[src/hw/rtl/assert_macros.svh]
// Assertion macros for the RTL files that carry checks; only the allocator top includes them.
// No dependencies; included by bare file name.
`ifndef ASSERT_MACROS_SVH
`define ASSERT_MACROS_SVH

// Expression must hold at every clock edge outside reset.
`define ASSERT_ALWAYS(label, clk, rst_n, expr, msg) \
    label: assert property (@(posedge clk) disable iff (!(rst_n)) (expr)) \
        else $error(msg);

// Same-cycle implication.
`define ASSERT_IMPLIES(label, clk, rst_n, ante, cons, msg) \
    label: assert property (@(posedge clk) disable iff (!(rst_n)) (ante) |-> (cons)) \
        else $error(msg);

// Next-cycle implication.
`define ASSERT_NEXT(label, clk, rst_n, ante, cons, msg) \
    label: assert property (@(posedge clk) disable iff (!(rst_n)) (ante) |=> (cons)) \
        else $error(msg);

`endif

[src/hw/rtl/fsfl_pkg.sv]
// Package for the fixed-slot free-list allocator: widths, codes, command/status structs.
// No dependencies; used by scoped names from every module of the block but fsfl_ram.
package fsfl_pkg;

    localparam int SLOTS        = 256;
    localparam int HEADER_BYTES = 40;
    localparam int LINK_BYTES   = 16;

    localparam int SLOT_W     = $clog2(SLOTS);
    localparam int CNT_W      = SLOT_W + 1;
    localparam int POOL_W     = 32;
    localparam int OBJ_W      = 16;
    localparam int BLOCK_W    = OBJ_W + 1;
    localparam int REM_W      = BLOCK_W + SLOT_W;
    localparam int PROD_W     = BLOCK_W + SLOT_W;
    localparam int OFF_W      = 32;
    localparam int STEP_W     = $clog2(SLOT_W);
    localparam int CFG_IDX_W  = 1;
    localparam int CFG_DATA_W = POOL_W;

    localparam logic [POOL_W-1:0] POOL_RESET = POOL_W'(4136);
    localparam logic [OBJ_W-1:0]  OBJ_RESET  = '0;

    // Output tdata layout: slot, offset, free count, capacity, zero pad.
    localparam int OUT_FIELDS_W = SLOT_W + OFF_W + CNT_W + CNT_W;
    localparam int OUT_TDATA_W  = ((OUT_FIELDS_W + 7) / 8) * 8;
    localparam int OUT_PAD_W    = OUT_TDATA_W - OUT_FIELDS_W;

    // Register indexes
    localparam logic [CFG_IDX_W-1:0] CFG_POOL_BYTES   = 1'b0;
    localparam logic [CFG_IDX_W-1:0] CFG_OBJECT_BYTES = 1'b1;

    // Request opcodes
    localparam logic OP_ALLOC = 1'b0;
    localparam logic OP_FREE  = 1'b1;

    typedef enum logic [1:0] {
        ST_OK    = 2'd0,
        ST_EMPTY = 2'd1,
        ST_RANGE = 2'd2,
        ST_FULL  = 2'd3
    } t_status;

    typedef struct packed {
        logic cap_start;   // latch divisor, check saturation
        logic cap_step;    // one quotient bit
        logic fill_write;  // load one ring entry with its own index
        logic take_req;    // capture incoming request
        logic exec;        // update pointers, issue ring read/write
        logic capture;     // take ring read data, multiply
        logic push;        // load the output register
    } t_dp_cmd;

    typedef struct packed {
        logic cap_last;    // current divide step is the last one
        logic fill_done;   // ring holds all free slots
        logic out_room;    // output register can take a result
    } t_dp_stat;

endpackage

[src/hw/rtl/fixed_slot_free_list_allocator.sv]
// Fixed-slot pool allocator with a FIFO free list of up to 256 slots. After reset, and after
// every register write, the block sizes the pool as
// (pool_bytes - 40) / (object_bytes + 16), capped at 256 and zero when the region is smaller
// than the 40-byte header, then loads the free ring with slots 0 .. capacity-1. During that
// setup (one setup step, eight shift-subtract divide steps, one ring write per slot, one
// closing check) s_axis_tready stays low; register writes are taken at any time and
// restart it. A request is then one of: allocate (tuser 0), which takes the slot at the
// ring head and returns its index and payload byte offset 40 + slot*(object_bytes+16) + 16,
// or status empty; or free (tuser 1), which appends tdata's slot at the ring tail,
// returning status out-of-range or full when it is rejected.
// Each request passes through the exec, read and push states before the next tready: the
// ring RAM has a registered read and the offset multiply is registered before the output
// stage. One request is handled at a time; the result sits in an output register, so the
// block returns to ready while that result waits for m_axis_tready. Double frees of an
// in-range slot are not detected unless the list is already full.
// Depends on fsfl_pkg, fsfl_ctrl, fsfl_datapath, fsfl_ram and assert_macros.svh.
`include "assert_macros.svh"

module fixed_slot_free_list_allocator (
    input  logic                                i_clk,
    input  logic                                i_rst_n,
    // configuration writes
    input  logic                                i_cfg_we,
    input  logic [fsfl_pkg::CFG_IDX_W-1:0]      i_cfg_addr,
    input  logic [fsfl_pkg::CFG_DATA_W-1:0]     i_cfg_wdata,
    // requests
    input  logic                                s_axis_tvalid,
    output logic                                s_axis_tready,
    input  logic [fsfl_pkg::SLOT_W-1:0]         s_axis_tdata,   // [7:0] slot_to_free
    input  logic                                s_axis_tuser,   // [0] op
    // results
    output logic                                m_axis_tvalid,
    input  logic                                m_axis_tready,
    output logic [fsfl_pkg::OUT_TDATA_W-1:0]    m_axis_tdata,   // [7:0] slot_index,
                                                                // [39:8] byte_offset,
                                                                // [48:40] free_count,
                                                                // [57:49] pool_slots,
                                                                // [63:58] zero
    output logic [1:0]                          m_axis_tuser    // [1:0] status
);

    fsfl_pkg::t_dp_cmd  dp_cmd;
    fsfl_pkg::t_dp_stat dp_stat;

    logic [fsfl_pkg::SLOT_W-1:0] out_slot;
    logic [fsfl_pkg::OFF_W-1:0]  out_offset;
    fsfl_pkg::t_status           out_status;
    logic [fsfl_pkg::CNT_W-1:0]  out_free;
    logic [fsfl_pkg::CNT_W-1:0]  out_cap;

    // assertion terms
    logic                        empty_res;
    logic                        empty_res_clean;
    logic                        full_res;

    fsfl_ctrl u_ctrl (
        .i_clk      (i_clk),
        .i_rst_n    (i_rst_n),
        .i_cfg_we   (i_cfg_we),
        .i_in_valid (s_axis_tvalid),
        .o_in_ready (s_axis_tready),
        .i_stat     (dp_stat),
        .o_cmd      (dp_cmd)
    );

    fsfl_datapath u_dp (
        .i_clk           (i_clk),
        .i_rst_n         (i_rst_n),
        .i_cfg_we        (i_cfg_we),
        .i_cfg_addr      (i_cfg_addr),
        .i_cfg_wdata     (i_cfg_wdata),
        .i_req_op        (s_axis_tuser),
        .i_req_slot      (s_axis_tdata),
        .i_cmd           (dp_cmd),
        .o_stat          (dp_stat),
        .i_out_ready     (m_axis_tready),
        .o_out_valid     (m_axis_tvalid),
        .o_slot_index    (out_slot),
        .o_byte_offset   (out_offset),
        .o_status        (out_status),
        .o_free_count    (out_free),
        .o_pool_slots    (out_cap)
    );

    assign m_axis_tdata = {{fsfl_pkg::OUT_PAD_W{1'b0}}, out_cap, out_free, out_offset, out_slot};
    assign m_axis_tuser = out_status;

    // ---------------- assertions ----------------
    assign empty_res       = m_axis_tvalid && (out_status == fsfl_pkg::ST_EMPTY);
    assign empty_res_clean = (out_slot == '0) && (out_offset == '0) && (out_free == '0);
    assign full_res        = m_axis_tvalid && (out_status == fsfl_pkg::ST_FULL);

    // a register write always takes the block out of ready while the pool is rebuilt
    `ASSERT_NEXT(a_cfg_drops_ready, i_clk, i_rst_n, i_cfg_we, !s_axis_tready, "ready after write")

    // free count reported never exceeds the pool capacity
    `ASSERT_IMPLIES(a_free_le_cap, i_clk, i_rst_n, m_axis_tvalid, out_free <= out_cap, "free > cap")

    // an empty allocate reports nothing handed out and no free slots
    `ASSERT_IMPLIES(a_empty_result, i_clk, i_rst_n, empty_res, empty_res_clean, "bad empty result")

    // a rejected free on a full list reports a full count
    `ASSERT_IMPLIES(a_full_result, i_clk, i_rst_n, full_res, out_free == out_cap, "full, count short")

endmodule

[src/hw/rtl/fsfl_ram.sv]
// Generic single-write, single-read RAM with registered read data.
// No dependencies.
module fsfl_ram #(
    parameter int WIDTH = 8,
    parameter int DEPTH = 256
) (
    input  logic                     i_clk,
    input  logic                     i_we,
    input  logic [$clog2(DEPTH)-1:0] i_waddr,
    input  logic [WIDTH-1:0]         i_wdata,
    input  logic                     i_re,
    input  logic [$clog2(DEPTH)-1:0] i_raddr,
    output logic [WIDTH-1:0]         o_rdata
);

    logic [WIDTH-1:0] r_mem [DEPTH];
    logic [WIDTH-1:0] r_rdata;

    always_ff @(posedge i_clk) begin
        if (i_we) begin
            r_mem[i_waddr] <= i_wdata;
        end
        if (i_re) begin
            r_rdata <= r_mem[i_raddr];
        end
    end

    assign o_rdata = r_rdata;

endmodule

[src/hw/rtl/fsfl_datapath.sv]
// Allocator datapath: config registers, capacity divider, free ring, pointers, output register.
// Depends on fsfl_pkg and fsfl_ram.
module fsfl_datapath (
    input  logic                             i_clk,
    input  logic                             i_rst_n,
    input  logic                             i_cfg_we,
    input  logic [fsfl_pkg::CFG_IDX_W-1:0]   i_cfg_addr,
    input  logic [fsfl_pkg::CFG_DATA_W-1:0]  i_cfg_wdata,
    input  logic                             i_req_op,
    input  logic [fsfl_pkg::SLOT_W-1:0]      i_req_slot,
    input  fsfl_pkg::t_dp_cmd                i_cmd,
    output fsfl_pkg::t_dp_stat               o_stat,
    input  logic                             i_out_ready,
    output logic                             o_out_valid,
    output logic [fsfl_pkg::SLOT_W-1:0]      o_slot_index,
    output logic [fsfl_pkg::OFF_W-1:0]       o_byte_offset,
    output fsfl_pkg::t_status                o_status,
    output logic [fsfl_pkg::CNT_W-1:0]       o_free_count,
    output logic [fsfl_pkg::CNT_W-1:0]       o_pool_slots
);

    // config
    logic [fsfl_pkg::POOL_W-1:0]  r_pool;
    logic [fsfl_pkg::OBJ_W-1:0]   r_obj;

    // divider
    logic [fsfl_pkg::BLOCK_W-1:0] r_block;
    logic [fsfl_pkg::REM_W-1:0]   r_rem;
    logic [fsfl_pkg::REM_W-1:0]   r_dsr;
    logic [fsfl_pkg::SLOT_W-1:0]  r_quo;
    logic [fsfl_pkg::STEP_W-1:0]  r_step;
    logic                         r_force;
    logic [fsfl_pkg::CNT_W-1:0]   r_force_cap;

    // free list state
    logic [fsfl_pkg::CNT_W-1:0]   r_cap;
    logic [fsfl_pkg::CNT_W-1:0]   r_free;
    logic [fsfl_pkg::SLOT_W-1:0]  r_head;
    logic [fsfl_pkg::SLOT_W-1:0]  r_tail;
    logic [fsfl_pkg::CNT_W-1:0]   r_fill;

    // request in flight
    logic                         r_op;
    logic [fsfl_pkg::SLOT_W-1:0]  r_req;
    fsfl_pkg::t_status            r_status;
    logic                         r_alloc_ok;
    logic [fsfl_pkg::SLOT_W-1:0]  r_slot;
    logic [fsfl_pkg::PROD_W-1:0]  r_prod;

    // output register
    logic                         r_out_valid;
    logic [fsfl_pkg::SLOT_W-1:0]  r_o_slot;
    logic [fsfl_pkg::OFF_W-1:0]   r_o_off;
    fsfl_pkg::t_status            r_o_status;
    logic [fsfl_pkg::CNT_W-1:0]   r_o_free;
    logic [fsfl_pkg::CNT_W-1:0]   r_o_cap;

    logic [fsfl_pkg::BLOCK_W-1:0] block_w;
    logic [fsfl_pkg::POOL_W-1:0]  diff;
    logic [fsfl_pkg::POOL_W-1:0]  sat_lim;
    logic                         fits;
    logic [fsfl_pkg::SLOT_W-1:0]  quo_next;
    logic [fsfl_pkg::CNT_W-1:0]   cap_next;

    logic                         alloc_ok_c;
    logic                         free_ok_c;
    fsfl_pkg::t_status            status_c;

    logic                         ram_we;
    logic [fsfl_pkg::SLOT_W-1:0]  ram_waddr;
    logic [fsfl_pkg::SLOT_W-1:0]  ram_wdata;
    logic [fsfl_pkg::SLOT_W-1:0]  ram_rdata;

    // ---------------- config ----------------
    always_ff @(posedge i_clk) begin
        if (!i_rst_n) begin
            r_pool <= fsfl_pkg::POOL_RESET;
            r_obj  <= fsfl_pkg::OBJ_RESET;
        end else if (i_cfg_we) begin
            case (i_cfg_addr)
                fsfl_pkg::CFG_POOL_BYTES:   r_pool <= i_cfg_wdata;
                fsfl_pkg::CFG_OBJECT_BYTES: r_obj  <= i_cfg_wdata[fsfl_pkg::OBJ_W-1:0];
                default: ;
            endcase
        end
    end

    // ---------------- capacity divider ----------------
    assign block_w  = {1'b0, r_obj} + fsfl_pkg::BLOCK_W'(fsfl_pkg::LINK_BYTES);
    assign diff     = r_pool - fsfl_pkg::POOL_W'(fsfl_pkg::HEADER_BYTES);
    assign sat_lim  = fsfl_pkg::POOL_W'({block_w, {fsfl_pkg::SLOT_W{1'b0}}});
    assign fits     = (r_rem >= r_dsr);
    assign quo_next = {r_quo[fsfl_pkg::SLOT_W-2:0], fits};
    assign cap_next = r_force ? r_force_cap : {1'b0, quo_next};

    always_ff @(posedge i_clk) begin
        if (i_cmd.cap_start) begin
            r_block <= block_w;
            r_dsr   <= {1'b0, block_w, {(fsfl_pkg::SLOT_W-1){1'b0}}};
            r_quo   <= '0;
            r_step  <= fsfl_pkg::STEP_W'(fsfl_pkg::SLOT_W - 1);
            r_rem   <= diff[fsfl_pkg::REM_W-1:0];
            if (r_pool < fsfl_pkg::POOL_W'(fsfl_pkg::HEADER_BYTES)) begin
                r_force     <= 1'b1;
                r_force_cap <= '0;
            end else if (block_w == '0 || diff >= sat_lim) begin
                r_force     <= 1'b1;
                r_force_cap <= fsfl_pkg::CNT_W'(fsfl_pkg::SLOTS);
            end else begin
                r_force     <= 1'b0;
                r_force_cap <= '0;
            end
        end else if (i_cmd.cap_step) begin
            if (fits) begin
                r_rem <= r_rem - r_dsr;
            end
            r_dsr  <= r_dsr >> 1;
            r_quo  <= quo_next;
            r_step <= r_step - 1'b1;
        end
    end

    // ---------------- request decode ----------------
    always_comb begin
        alloc_ok_c = (r_op == fsfl_pkg::OP_ALLOC) && (r_free != '0);
        free_ok_c  = 1'b0;
        status_c   = fsfl_pkg::ST_OK;
        if (r_op == fsfl_pkg::OP_ALLOC) begin
            if (r_free == '0) begin
                status_c = fsfl_pkg::ST_EMPTY;
            end
        end else if ({1'b0, r_req} >= r_cap) begin
            status_c = fsfl_pkg::ST_RANGE;
        end else if (r_free >= r_cap) begin
            status_c = fsfl_pkg::ST_FULL;
        end else begin
            free_ok_c = 1'b1;
        end
    end

    // ---------------- list state ----------------
    always_ff @(posedge i_clk) begin
        if (!i_rst_n) begin
            r_cap  <= '0;
            r_free <= '0;
            r_head <= '0;
            r_tail <= '0;
            r_fill <= '0;
        end else if (i_cmd.cap_step && r_step == '0) begin
            r_cap  <= cap_next;
            r_free <= cap_next;
            r_head <= '0;
            r_tail <= cap_next[fsfl_pkg::SLOT_W-1:0];
            r_fill <= '0;
        end else if (i_cmd.fill_write) begin
            r_fill <= r_fill + 1'b1;
        end else if (i_cmd.exec) begin
            if (alloc_ok_c) begin
                r_head <= r_head + 1'b1;
                r_free <= r_free - 1'b1;
            end else if (free_ok_c) begin
                r_tail <= r_tail + 1'b1;
                r_free <= r_free + 1'b1;
            end
        end
    end

    // ---------------- request payload ----------------
    always_ff @(posedge i_clk) begin
        if (i_cmd.take_req) begin
            r_op  <= i_req_op;
            r_req <= i_req_slot;
        end
        if (i_cmd.exec) begin
            r_status   <= status_c;
            r_alloc_ok <= alloc_ok_c;
        end
        if (i_cmd.capture) begin
            if (r_alloc_ok) begin
                r_slot <= ram_rdata;
                r_prod <= fsfl_pkg::PROD_W'(ram_rdata) * fsfl_pkg::PROD_W'(r_block);
            end else begin
                r_slot <= (r_op == fsfl_pkg::OP_FREE) ? r_req : '0;
                r_prod <= '0;
            end
        end
    end

    // ---------------- free ring ----------------
    assign ram_we    = i_cmd.fill_write || (i_cmd.exec && free_ok_c);
    assign ram_waddr = i_cmd.fill_write ? r_fill[fsfl_pkg::SLOT_W-1:0] : r_tail;
    assign ram_wdata = i_cmd.fill_write ? r_fill[fsfl_pkg::SLOT_W-1:0] : r_req;

    fsfl_ram #(
        .WIDTH (fsfl_pkg::SLOT_W),
        .DEPTH (fsfl_pkg::SLOTS)
    ) u_ring (
        .i_clk   (i_clk),
        .i_we    (ram_we),
        .i_waddr (ram_waddr),
        .i_wdata (ram_wdata),
        .i_re    (i_cmd.exec && alloc_ok_c),
        .i_raddr (r_head),
        .o_rdata (ram_rdata)
    );

    // ---------------- output register ----------------
    always_ff @(posedge i_clk) begin
        if (!i_rst_n) begin
            r_out_valid <= 1'b0;
        end else if (i_cmd.push) begin
            r_out_valid <= 1'b1;
        end else if (i_out_ready) begin
            r_out_valid <= 1'b0;
        end
    end

    always_ff @(posedge i_clk) begin
        if (i_cmd.push) begin
            r_o_slot   <= r_slot;
            r_o_off    <= r_alloc_ok
                        ? fsfl_pkg::OFF_W'(r_prod)
                          + fsfl_pkg::OFF_W'(fsfl_pkg::HEADER_BYTES + fsfl_pkg::LINK_BYTES)
                        : '0;
            r_o_status <= r_status;
            r_o_free   <= r_free;
            r_o_cap    <= r_cap;
        end
    end

    assign o_stat.cap_last  = (r_step == '0);
    assign o_stat.fill_done = (r_fill == r_cap);
    assign o_stat.out_room  = !r_out_valid || i_out_ready;

    assign o_out_valid     = r_out_valid;
    assign o_slot_index    = r_o_slot;
    assign o_byte_offset   = r_o_off;
    assign o_status        = r_o_status;
    assign o_free_count    = r_o_free;
    assign o_pool_slots    = r_o_cap;

endmodule

[src/hw/rtl/fsfl_ctrl.sv]
// Allocator controller: sequences pool setup (divide, ring fill) and each request.
// Depends on fsfl_pkg.
module fsfl_ctrl (
    input  logic               i_clk,
    input  logic               i_rst_n,
    input  logic               i_cfg_we,
    input  logic               i_in_valid,
    output logic               o_in_ready,
    input  fsfl_pkg::t_dp_stat i_stat,
    output fsfl_pkg::t_dp_cmd  o_cmd
);

    typedef enum logic [2:0] {
        S_START,
        S_CALC,
        S_FILL,
        S_IDLE,
        S_EXEC,
        S_READ,
        S_PUSH
    } t_state;

    t_state r_state;
    t_state n_state;
    logic   r_in_ready;
    logic   accept;

    assign accept = i_in_valid && r_in_ready;

    always_comb begin
        n_state = r_state;
        case (r_state)
            S_START: n_state = S_CALC;
            S_CALC:  if (i_stat.cap_last) n_state = S_FILL;
            S_FILL:  if (i_stat.fill_done) n_state = S_IDLE;
            S_IDLE:  if (accept) n_state = S_EXEC;
            S_EXEC:  n_state = S_READ;
            S_READ:  n_state = S_PUSH;
            S_PUSH:  if (i_stat.out_room) n_state = S_IDLE;
            default: n_state = S_START;
        endcase
        // any register write rebuilds the pool
        if (i_cfg_we) begin
            n_state = S_START;
        end
    end

    always_comb begin
        o_cmd            = '0;
        o_cmd.cap_start  = (r_state == S_START);
        o_cmd.cap_step   = (r_state == S_CALC);
        o_cmd.fill_write = (r_state == S_FILL) && !i_stat.fill_done;
        o_cmd.take_req   = accept;
        o_cmd.exec       = (r_state == S_EXEC);
        o_cmd.capture    = (r_state == S_READ);
        o_cmd.push       = (r_state == S_PUSH) && i_stat.out_room;
    end

    always_ff @(posedge i_clk) begin
        if (!i_rst_n) begin
            r_state    <= S_START;
            r_in_ready <= 1'b0;
        end else begin
            r_state    <= n_state;
            r_in_ready <= (n_state == S_IDLE);
        end
    end

    assign o_in_ready = r_in_ready;

endmodule

[config.mk]
export PLATFORM = sky130hd
export DESIGN_NAME = fixed_slot_free_list_allocator
export DESIGN_NICKNAME = d
export VERILOG_FILES = /design/src/hw/rtl/fsfl_pkg.sv /design/src/hw/rtl/fixed_slot_free_list_allocator.sv /design/src/hw/rtl/fsfl_ram.sv /design/src/hw/rtl/fsfl_datapath.sv /design/src/hw/rtl/fsfl_ctrl.sv
export VERILOG_INCLUDE_DIRS = /design/src /design/src/hw/rtl
export SDC_FILE = /design/constraint.sdc
export NUM_CORES = 2
export LEC_CHECK = 0
export BUFFER_PORTS_ARGS = -buffer_cell sky130_fd_sc_hd__buf_2
export CAP_MARGIN = 5
export CORE_ASPECT_RATIO = 0.5
export CORE_MARGIN = 5
export CORE_UTILIZATION = 30
export CTS_BUF_LIST = sky130_fd_sc_hd__clkbuf_8
export DETAILED_ROUTE_END_ITERATION = 7
export PLACE_DENSITY = 0.44
export SYNTH_ARGS = -nofsm -noshare
export SYNTH_HDL_FRONTEND = slang
export SYNTH_SLANG_ARGS = --single-unit
export TNS_END_PERCENT = 100
[constraint.sdc]
create_clock -name i_clk -period 17.1 [get_ports i_clk]
set_input_delay 1.71 -clock i_clk [delete_from_list [all_inputs] [get_ports i_clk]]
set_output_delay 1.71 -clock i_clk [all_outputs]
set_load 0.1 [all_outputs]
Yosys cells after proc, flatten, opt, wreduce, memory -nomap -nowiden
Memories as Yosys holds them, arrays and structs flattened. A register that Yosys moved wholly into a read port is not among the register bits.
Index checks and enable logic that the tools add are counted.
{"block": "op_classes", "n_addsub": 10, "n_reduce_logical": 30, "n_bitwise": 4, "n_lt_le_gt_ge": 5, "n_eq_ne": 10, "n_mux": 39, "multipliers": 1}
{"op": "$mux 25", "count": 3}
{"op": "$mux 8", "count": 9}
{"op": "$mux 9", "count": 7}
{"op": "$mux 24", "count": 2}
{"op": "$ge 32x25->1", "count": 1}
{"op": "$lt 32x6->1 const B", "count": 1}
{"op": "$sub 32x6->32 const B", "count": 1}
{"op": "$add 25x6->26 const B", "count": 1}
{"op": "$ge 25x24->1", "count": 1}
{"op": "$mul 8x17->25", "count": 1}
{"op": "$sub 25x24->25", "count": 1}
{"op": "$pmux 3 s7", "count": 1}
{"op": "$add 9x1->9 const B", "count": 2}
{"op": "$add 16x5->17 const B", "count": 1}
{"op": "$logic_not 17->1", "count": 1}
{"op": "$add 8x1->8 const B", "count": 2}
{"op": "$mux 3", "count": 5}
{"op": "$reduce_bool 2->1", "count": 5}
{"op": "$eq 3x2->1 const B", "count": 3}
{"op": "$eq 3x3->1 const B", "count": 3}
{"op": "$eq 9x9->1", "count": 1}
{"op": "$ge 8x9->1", "count": 1}
{"op": "$ge 9x9->1", "count": 1}
{"op": "$logic_not 9->1", "count": 1}
{"op": "17 further kinds", "count": 44}
{"block": "totals", "out_inout_bits": 68, "inputBits": 47, "elab_cells": 129, "ff_bits": 287, "memories": 1, "ram_bits": 2048}
{"name": "u_dp.u_ring.r_mem", "words": 256, "width": 8, "rd": 1, "rd_ports_with_merged_regs": 1, "write_ports": 1, "line_no": "fsfl_ram.sv:16", "rtl": "logic [WIDTH-1:0] r_mem [DEPTH];"}

Longest topological paths before layout
{"block": "logic_depth", "depth_word": 9, "mapped_depth": 19, "depth_no_buf": 18}

Modules after synthesis
From an unflattened synthesis, not the netlist that was laid out.
{"block": "hier_totals", "cells_unflattened": 5665, "area_unflattened_um2": 97937.7}
{"module": "fsfl_ram", "cells_per_inst": 3733, "area_each_um2": 79636.4, "seq_area_each_um2": 61739.2, "n_inst": 1}
{"module": "fsfl_datapath", "cells_per_inst": 1889, "area_each_um2": 17983.5, "seq_area_each_um2": 6986.7, "n_inst": 1}
{"module": "fsfl_ctrl", "cells_per_inst": 36, "area_each_um2": 269.0, "seq_area_each_um2": 80.1, "n_inst": 1}
{"module": "fixed_slot_free_list_allocator", "cells_per_inst": 7, "area_each_um2": 48.8, "seq_area_each_um2": 0.0, "n_inst": 1}

Worst setup path before layout
No wires, ideal clock.
{"block": "synth_path", "path_kind": "flip-flop to flip-flop", "from": "register u_dp.r_fill[4] in the netlist's numbering", "to": "memory u_dp.u_ring.r_mem[0][0] (data pin)", "period_less_slack_ps": 13498, "t_arrival_ps": 11309, "path_stages_with_launch": 8, "n_path_buf": 2, "path_slack_ps": 3602, "setup_ps": 2189, "required_ps": 14911, "path_cell_list": "dfxtp_1 > clkbuf_1 > xnor2_1 > nand3_1 > o31ai_1 > inv_1 > clkbuf_1 > o21ai_0"}
{"block": "synth_via", "elab_chain_len": 4}
{"element": "start: declaration", "line_no": "fsfl_datapath.sv:40", "rtl": "logic [fsfl_pkg::CNT_W-1:0] r_fill;"}
{"element": "start signal: assignment", "line_no": "fsfl_datapath.sv:156", "rtl": "r_fill <= r_fill + 1'b1;"}
{"element": "$eq 9x9->1", "line_no": "fsfl_datapath.sv:232", "rtl": "assign o_stat.fill_done = (r_fill == r_cap);"}
{"element": "$logic_not 1->1", "line_no": "fsfl_ctrl.sv:52", "rtl": "o_cmd.fill_write = (r_state == S_FILL) && !i_stat.fill_done;"}
{"element": "$logic_and 1x1->1", "line_no": "fsfl_ctrl.sv:52"}
{"element": "$mux 8", "line_no": "fsfl_datapath.sv:192", "rtl": "assign ram_wdata = i_cmd.fill_write ? r_fill[fsfl_pkg::SLOT_W-1:0] : r_req;"}
{"element": "named net u_dp.ram_wdata, one bit", "line_no": "fsfl_datapath.sv:71", "rtl": "logic [fsfl_pkg::SLOT_W-1:0] ram_wdata;"}
{"element": "end: declaration", "line_no": "fsfl_ram.sv:16"}
The timed path passes the listed nets, and every way through them passes these cells.

Worst setup path in the final report
{"block": "layout_path", "from": "register u_dp.u_ring.r_rdata[6], in the netlist u_dp.u_ring.o_rdata[6] (read register of u_dp.u_ring.r_mem)", "to": "register u_dp.r_prod[17] in the netlist's numbering (data pin)"}
{"block": "layout_via", "elab_chain_len": 1}
{"element": "start: declaration", "line_no": "fsfl_ram.sv:17", "rtl": "logic [WIDTH-1:0] r_rdata;"}
{"element": "$mul 8x17->25", "line_no": "fsfl_datapath.sv:181", "rtl": "r_prod <= fsfl_pkg::PROD_W'(ram_rdata) * fsfl_pkg::PROD_W'(r_block);"}
{"element": "end signal: assignment", "line_no": "fsfl_datapath.sv:181"}
{"element": "end: declaration", "line_no": "fsfl_datapath.sv:48", "rtl": "logic [fsfl_pkg::PROD_W-1:0] r_prod;"}
Every way passes these cells.
A chain may end at the register's enable or synchronous reset.

==> impl_metrics.toml <==
[global_routing]
antenna_found_initial = 16
grt_overflow = 0
grt_pass1_vias = 54900
grtUsageTotal_pct = 16.6
grt_first_pass_wirelength_um = 410000
grt_max_degree = 213

[die]
io_pins = 115
num_rows = 148
chipHeight_um = 415
die-area_mm2 = 0.341
die_w_um = 821
core-area_mm2 = 0.326
start_util_pct = 30.2

[run_status]
status = "finished, final reports clean"

[sta]
fin_ws_ns = 11.06
setup-tns-final_ns = 0
maxClockFrequency_mhz = 165
slew_viol_final = 0
skew_ns = 0.0693
max-slew-margin-rel_pct = 12.2
rsz0062_at_grt = "false"
worst_slew_pin_slew_ns = 1.31
hold_slack_ns = 0.411
finalCritPeriodShare_pct = 35.3
finalSetupViolations = 0
hold_viol_final = 0
finalWorstPathRequiredPeriod_ns = 6.04

[run]
cap_violations = 0

[critical_path]
critical_path_class = "flop to flop"
crit_path_start_kind = "flop"
cp-end-kind = "flop"
critPathMaxFanout = 18
cp.arrival_ns = 6.78
cp.required_ns = 17.83

[clock_network]
clkTransAtPathRegs_ns = 0.06
cts_resized = 0
cts_num_sinks = 2329
cts_hold_buffers = 0
cts_tree = "built"
clock_path_buffers = 4
clock_latency_ns = 1.02
root_buffer = "clkbuf_8"
cts_buffers = 360
postCtsSetupBuffers = 0
cts-htree-levels = 5

[drt]
vias = 53200
drt_first_pass_iters = 6
wl_per_cell_um = 27.5
route.detailed.drc = 0
via_per_inst = 5.05
antenna_left = 0
drtIter0Drc = 5018
wl_um = 290000

[logic_synthesis]
ys_seq_area_share_pct = 69.8
synth_most_common_cell = "edfxtp_1"
synth_area_leaders = "edfxtp_1, mux4_2, dfxtp_1"
synth_edf_count = 2216
synth.avg_cell_area_um2 = 17.5
synth_ff_type = "edfxtp_1"
ys_async_sr_fraction_pct = 0
syn_area_mm2 = 0.0986
synth_top_cell_area_share_pct = 67.5
synth_cells = 5619
ys_ff_latch = 2329
yosys.area.top_type = "edfxtp_1"
synth_common_cells = "edfxtp_1, mux4_2, nor2_1, nand2_1, inv_1"
ys_types = 87
ys.warnings.count = 0

[layout]
area_growth_syn_to_layout_pct = 12.1
nets = 6165
drive_gt1_share_pct = 20.0
multiInputGateArea_mm2 = 0.0277
ff_latch_area_mm2 = 0.0688
nFillCells = 31200
finalInstanceArea_mm2 = 0.110

[power]
leakage_uw = 0.0349
p_per_area_mw_per_mm2 = 102
p_comb_share_pct = 6.0
power_frac_clock_pct = 38.6
switching_share_pct = 23.8
internal_power_uw = 8570
p_sw_uw = 2670
seqPwrFrac_pct = 55.5
ir_drop_v = 0.0000628

[placed_design]
gp_congestion = 0.784
place_area_mm2 = 0.104
hpwl_um = 179000
preCtsSetupSlack_ns = 11.17
numPortBuffers = 102

[min_path]
min_path_type = "flop to flop"
## power groups by stage
stage | sequential (uW) | combinational, uW | clock (uW)
finish | 6240 | 671 | 4340
global route | 6240 | 753 | 4740
CTS | 6240 | 679 | 4470
detailed placement | 6360 | 673 | 0
global placement | 6360 | 677 | 0
floorplan | 6350 | 506 | 0
## worst max-delay path, stage by stage (launching register included)
cell	delay, ns
edfxtp_1	1.14
nand2_1	0.19
fa_1	0.47
inv_1	0.09
fa_1	0.44
fa_1	0.50
inv_1	0.05
fa_1	0.48
inv_1	0.04
ha_1	0.33
or4_1	0.51
o21ai_0	0.14
a211oi_1	0.13
or3b_2	0.56
a21o_1	0.20
a21oi_1	0.20
xnor2_1	0.08
and2_1	0.15
## state kept, by name, summed over array words and instances, names as in the netlist, 16 cells and up
| register | flops |
|---|---|
| u_dp.u_ring.r_mem | 2048 |
| u_dp.r_pool | 32 |
| u_dp.o_byte_offset | 26 |
| u_dp.r_prod | 25 |
| u_dp.r_rem | 25 |
| u_dp.r_dsr | 24 |
| u_dp.r_block | 17 |
| u_dp.r_obj | 16 |
## cell families (layout without fill, tap and decap cells)
kind of cell             Yosys count  in the layout  share of synthesized area (%)
AND/OR/NAND/NOR                 1204           1204                           5.65
buffers and inverters            491           1036                           2.43
other                              1             15                        0.00380
XOR/XNOR                         109            109                          0.968
flip-flops                      2329           2329                           69.8
AO/OA/AOI/OAI                    581            581                           4.00
adder cells (fa/ha/maj)          211            211                           3.38
multiplexers                     693            693                           13.8
## cell type report
cell class / count / area share (%)
flip-flops and latches: 2329 / 62.3
clock inverters: 262 / 1.16
inverters: 190 / 0.652
repair buffers: 216 / 1.34
diodes: 3 / 0.00679
multi-input cells: 2810 / 25.0
well taps: 4350 / 4.93
clock buffers: 368 / 4.58
## routing by layer
metal,up-vias,global-route usage (%),part of all wire [%]
met5,-,0,0.0083
met4,4,4.22,2.4
met3,423,3.17,6.7
met2,1874,26.5,47
met1,28200,23.4,44
li1,22600,-,-
## metrics by stage
stage	cells	util [%]	power (uW)
after floorplan	5630	-	6850
after global placement	9892	31.9	7030
after detailed placement	9894	31.9	7030
after CTS	10500	33.9	11400
after global routing	10500	33.9	11700
final	10500	33.9	11200
## cells in the final DEF (no fill, tap or decap), types with 12 or more instances in the layout
cell type / instances
edfxtp_1: 2216
mux4_2: 524
nor2_1: 407
clkbuf_8: 368
nand2_1: 348
inv_1: 312
mux2i_1: 159
and2_1: 155
a21oi_1: 119
ha_1: 119
dfxtp_1: 107
buf_4: 104
buf_2: 102
o21ai_0: 94
fa_1: 92
xnor2_1: 79
clkinv_1: 74
nand3_1: 67
a21boi_0: 58
nor3_1: 41
clkinv_2: 38
nor2b_1: 31
xor2_1: 30
a21o_1: 29
a211oi_1: 29
a221oi_1: 25
a22oi_1: 24
and3_1: 22
or3_1: 21
o221ai_1: 20
nand4_1: 19
o211ai_1: 19
o21a_1: 18
a31oi_1: 18
nand2b_1: 18
o22ai_1: 15
o31ai_1: 13
clkinvlp_4: 13
conb_1: 12
## path summary, 6_finish.rpt
path,end,depth (start not counted),startpoint,slack [ns]
worst min-delay path,u_dp.o_slot_index[0],0,u_dp.r_slot[0],0.41
worst max-delay path,u_dp.r_prod[17],17,u_dp.u_ring.o_rdata[6],11.06
worst min register to register,u_dp.o_slot_index[0],0,u_dp.r_slot[0],0.41
worst max register to register,u_dp.r_prod[17],17,u_dp.u_ring.o_rdata[6],11.06
Note: power is estimated with default switching activity, not from simulation.
